## config.mk

```make
export PLATFORM = sky130hd
export DESIGN_NAME = ptub_cfg
export DESIGN_NICKNAME = d
export VERILOG_FILES = /design/src/design/ptub_pkg.sv /design/src/design/ptub_cfg.sv
export SDC_FILE = /design/constraint.sdc
export NUM_CORES = 1
export LEC_CHECK = 0
export BUFFER_PORTS_ARGS = -buffer_cell sky130_fd_sc_hd__buf_2
export CAP_MARGIN = 20
export CORE_ASPECT_RATIO = 0.9
export CORE_MARGIN = 8
export CORE_UTILIZATION = 44
export CTS_BUF_LIST = sky130_fd_sc_hd__clkbuf_8
export CTS_CLUSTER_DIAMETER = 40
export DETAILED_ROUTE_END_ITERATION = 6
export GPL_ROUTABILITY_DRIVEN = 0
export PLACE_DENSITY = 0.79
export SETUP_SLACK_MARGIN = 0.4
export SKIP_CTS_REPAIR_TIMING = 1
export SYNTH_ARGS = -nofsm -noshare
export SYNTH_HDL_FRONTEND = slang
export SYNTH_SLANG_ARGS = --single-unit
export TNS_END_PERCENT = 5
```

## constraint.sdc

```tcl
create_clock -name clk_i -period 1.2 [get_ports clk_i]
set_input_delay 0.12 -clock clk_i [delete_from_list [all_inputs] [get_ports clk_i]]
set_output_delay 0.12 -clock clk_i [all_outputs]
set_load 0.1 [all_outputs]
```

## src/design/ptub_pkg.sv

```systemverilog
// ----------------------------------------------------------------------------
// ptub_pkg
// Shared types and constants for the pixel to unit bearing pipeline.
// ----------------------------------------------------------------------------
package ptub_pkg;

  localparam int unsigned CoordW = 16;
  localparam int unsigned ProdW  = 2 * CoordW;
  localparam int unsigned SqW    = 2 * ProdW;
  localparam int unsigned SumW   = SqW + 2;
  localparam int unsigned AddrW  = 4;
  localparam int unsigned DataW  = 32;

  localparam logic [1:0] RegCenterX = 2'd0;
  localparam logic [1:0] RegCenterY = 2'd1;
  localparam logic [1:0] RegFocalX  = 2'd2;
  localparam logic [1:0] RegFocalY  = 2'd3;

  typedef struct packed {
    logic [CoordW-1:0] center_x;
    logic [CoordW-1:0] center_y;
    logic [CoordW-1:0] focal_x;
    logic [CoordW-1:0] focal_y;
  } cfg_t;

endpackage

```

## src/design/ptub_cfg.sv

```systemverilog
// ----------------------------------------------------------------------------
// ptub_cfg
// APB register file: principal point and focal lengths.
// ----------------------------------------------------------------------------
module ptub_cfg (
  input  logic                  clk_i,
  input  logic                  rst_ni,
  input  logic                  psel,
  input  logic                  penable,
  input  logic                  pwrite,
  input  logic [ptub_pkg::AddrW-1:0] paddr,
  input  logic [ptub_pkg::DataW-1:0] pwdata,
  output logic [ptub_pkg::DataW-1:0] prdata,
  output logic                  pready,
  output ptub_pkg::cfg_t        cfg_o
);
  import ptub_pkg::*;

  cfg_t cfg_q, cfg_d;
  logic wr;

  assign pready = 1'b1;
  assign wr     = psel & penable & pwrite;
  assign cfg_o  = cfg_q;

  always_comb begin
    cfg_d = cfg_q;
    if (wr) begin
      unique case (paddr[3:2])
        RegCenterX: cfg_d.center_x = pwdata[CoordW-1:0];
        RegCenterY: cfg_d.center_y = pwdata[CoordW-1:0];
        RegFocalX:  cfg_d.focal_x  = pwdata[CoordW-1:0];
        RegFocalY:  cfg_d.focal_y  = pwdata[CoordW-1:0];
        default:    cfg_d = cfg_q;
      endcase
    end
  end

  always_comb begin
    unique case (paddr[3:2])
      RegCenterX: prdata = DataW'(cfg_q.center_x);
      RegCenterY: prdata = DataW'(cfg_q.center_y);
      RegFocalX:  prdata = DataW'(cfg_q.focal_x);
      RegFocalY:  prdata = DataW'(cfg_q.focal_y);
      default:    prdata = '0;
    endcase
  end

  always_ff @(posedge clk_i or negedge rst_ni) begin
    if (!rst_ni) begin
      cfg_q.center_x <= '0;
      cfg_q.center_y <= '0;
      cfg_q.focal_x  <= CoordW'(16);
      cfg_q.focal_y  <= CoordW'(16);
    end else begin
      cfg_q <= cfg_d;
    end
  end

endmodule

```

==> results.md <==
- The flow ran to the end, but the final reports show violations.
- The final reports fail on negative hold slack, negative setup slack.
- The total count of max-transition violations in the final report was 0.
- The clock-pin transition on the worst setup and hold timing paths is 80 ps.
- Averaged over all synthesized cells, the footprint is 16.7 um2.
- Dividing the detail-routed wire length by the instance count gives 26.3 um.
- The post-route antenna net violation count is 0.
- The number of antenna violations at the first check in global routing was 0.
- Setup violations remaining at the end of the flow were counted as 34.
- After synthesis the cells add up to 3010 um2.
- Counting along the longest clock path gives a buffer depth of 2.
- In the layout the commonest cells are sky130_fd_sc_hd__buf_6, sky130_fd_sc_hd__buf_12, sky130_fd_sc_hd__dfrtp_2.
- Data on the critical path is required at its endpoint by 1080 ps.
- The synthesis-to-finish area growth is 96.0%.
- The tool flagged a number of max-cap violations equal to 0.
- After the first detailed-routing iteration, the DRC count stood at 73.
- The path type of the worst min-delay path is in -> async.
- The vias per cell is 5.21.
- The share of the Yosys chip area taken by registers is 0.533.
- The register with the most flip-flops in the layout has 64 of them.
- The area of the core region is 6590 um2.
- The warning count from the yosys run is 0.
- After routing the design area is 5900 um2.
- IR analysis of the VDD net gives a maximum drop of 2.08 mV.
- The number of CTS-inserted buffers is 9.
- For this run, design rule violations remaining after detail routing come to 0.
- In the post-route analysis, the smallest setup slack over all paths is -495 ps.
- The clock latency reported for the late side of the worst-skew pair is 340 ps.
- In this design, the stage delay of the slowest critical-path cell is 520 ps.
- The global router's overall resource usage is 0.204.
- The number of sinks driven by the clock tree is 64.
- For this run, the top clock speed supported by timing is 590 MHz.
- The die outline height is 94.4 um.
- The final wirelength is 12.0 mm.
- Setup repair after global routing could not meet its margin everywhere.
- The sort of element at the start of the critical path is a flip-flop.
- In this run the power density over the cells is 2630 nW/um2.
- Subtracting the final worst setup slack from the clock period gives 1690 ps.
- The initial utilization of the core area, before any placement, comes to 0.457.
- The final hold slack is -326 ps.
- The CTS tree is yes.
- The post-placement worst setup slack is -229 ps.
- For this design the top-level I/O count stands at 138.
- The floorplan step defined a die boundary enclosing 9740 um2.
- The tree is rooted in a sky130_fd_sc_hd__clkbuf_8.
- The count of standard-cell rows is 28.
- The final worst clock skew is 0 ps.
- The remaining global-route overflow is 0.
- The via count of the first global-routing pass is 2671.
- CTS built an H-tree with a depth of 3.
- Summed over all nets, the half-perimeter wirelength after detailed placement is 7.57 mm.
- The first global-routing pass estimated 14.7 mm of wire.
- The critical path goes through mux4_2, buf_6.
- The die width is 103 um.
- The class of the most critical setup path is reg -> out.
- The detailed router placed 2374 vias in this run.
- The pre-antenna-repair detailed-routing pass consisted of 4 iterations.
- In this run the static leakage power is 0.00270 uW.
- The number of hold-slack violations in the final timing report is 13.
- In the final layout, the share of cells above drive strength 1 is 0.943.
- After the last flow step, the layout net total stands at 402.
- STA classifies the critical path endpoint as an output pin.
- Input and output buffers added on the ports amount to 102.
- The cell count after synthesis is 180.
- The leading cell type in the layout, fill and taps excluded is sky130_fd_sc_hd__buf_6.
- In this run the worst path has a maximum fanout of 2.
- The total of flip-flops plus latches after synthesis is 64.
- The number of different library cells used by synthesis comes to 19.
- Among all stages on the critical path, the largest delay is contributed by sky130_fd_sc_hd__mux4_2.
- The placed instance area is 5150 um2.
- The number of antenna repair diodes is 0.
- Of the available clock period, the critical path in the final layout requires 1.41.
- The maximum number of pins on one net before global-route repair is 38.
- The data arrival time of the critical path is 1570 ps.
## power by group
| group | total [uW] | leakage [uW] | switching, uW | internal (uW) |
|---|---|---|---|---|
| clock network | 1590 | 0.0000926 | 879 | 716 |
| registers | 3260 | 0.000711 | 444 | 2820 |
| logic | 10600 | 0.00190 | 6620 | 4010 |
| total | 15500 | 0.00270 | 7950 | 7540 |
## synth_stat cells
master,instances,area share
sky130_fd_sc_hd__or2_1,1,0.0021
sky130_fd_sc_hd__buf_6,3,0.011
sky130_fd_sc_hd__inv_2,1,0.0012
sky130_fd_sc_hd__dfrtp_1,62,0.52
sky130_fd_sc_hd__nor2_2,1,0.0021
sky130_fd_sc_hd__buf_4,19,0.047
sky130_fd_sc_hd__clkbuf_1,1,0.0012
sky130_fd_sc_hd__conb_1,2,0.0025
sky130_fd_sc_hd__or3_1,1,0.0021
sky130_fd_sc_hd__mux2_4,10,0.050
sky130_fd_sc_hd__mux4_1,5,0.044
sky130_fd_sc_hd__nor3_2,1,0.0033
sky130_fd_sc_hd__buf_12,1,0.0067
sky130_fd_sc_hd__nand4_1,1,0.0021
sky130_fd_sc_hd__dfstp_2,2,0.017
sky130_fd_sc_hd__mux2_2,54,0.20
sky130_fd_sc_hd__mux4_2,11,0.082
sky130_fd_sc_hd__nand3_1,1,0.0017
sky130_fd_sc_hd__buf_2,3,0.0050
## metrics by stage
step,setup TNS (ps),hold WS (ps),utilization,std cells,power [uW]
after global routing,-8680,-307,0.895,456,15800
after floorplan,-9760,-176,-,195,9150
final,-7720,-326,0.895,456,15500
after detailed placement,-9060,46.3,0.783,440,12900
after global placement,-8030,41.8,0.783,440,12700
after CTS,-8970,-333,0.807,456,14500
## critical path: cells and delay by family, from the launching register on
family	cells	cell delay (ps)
buffers and inverters	1	210
flip-flops	1	490
multiplexers	1	520
## cell type report
| class | instances | area (um2) |
|---|---|---|
| clock buffer | 9 | 124 |
| clock inverter | 7 | 33.8 |
| fill | 241 | 689 |
| inverter | 1 | 3.75 |
| multi-input combinational | 103 | 1390 |
| sequential | 64 | 1720 |
| tap | 90 | 113 |
| timing repair buffer | 182 | 2520 |
## per-layer routing
| metal | vias up | global-route usage | wire (um) |
|---|---|---|---|
| met5 | - | 0 | 0 |
| met4 | 0 | 0.0794 | 445 |
| met3 | 29 | 0.0699 | 675 |
| met2 | 103 | 0.380 | 6930 |
| met1 | 1255 | 0.202 | 3970 |
| li1 | 987 | - | - |
## path summary, 6_finish.rpt
| kind | startpoint | endpoint | slack (ps) | depth (start not counted) |
|---|---|---|---|---|
| worst min-delay path | rst_ni | cfg_o[44] | -330 | 1 |
| worst max-delay path | cfg_o[10] | prdata[10] | -490 | 2 |
| worst min register to register | cfg_o[46] | cfg_o[46] | 600 | 1 |
| max in group asynchronous | rst_ni | cfg_o[20] | 940 | 2 |
| worst max register to register | cfg_o[10] | cfg_o[10] | 160 | 2 |
| min in group clk_i | pwdata[7] | cfg_o[55] | 50 | 2 |
## cell families after synthesis
| logic type | Yosys count | synth area share |
|---|---|---|
| muxes | 80 | 0.378 |
| DFF | 64 | 0.533 |
| buffers and inverters | 28 | 0.0728 |
| and+or+nand+nor | 6 | 0.0133 |
| other | 2 | 0.00250 |
Note: power is estimated with default switching activity, not from simulation.
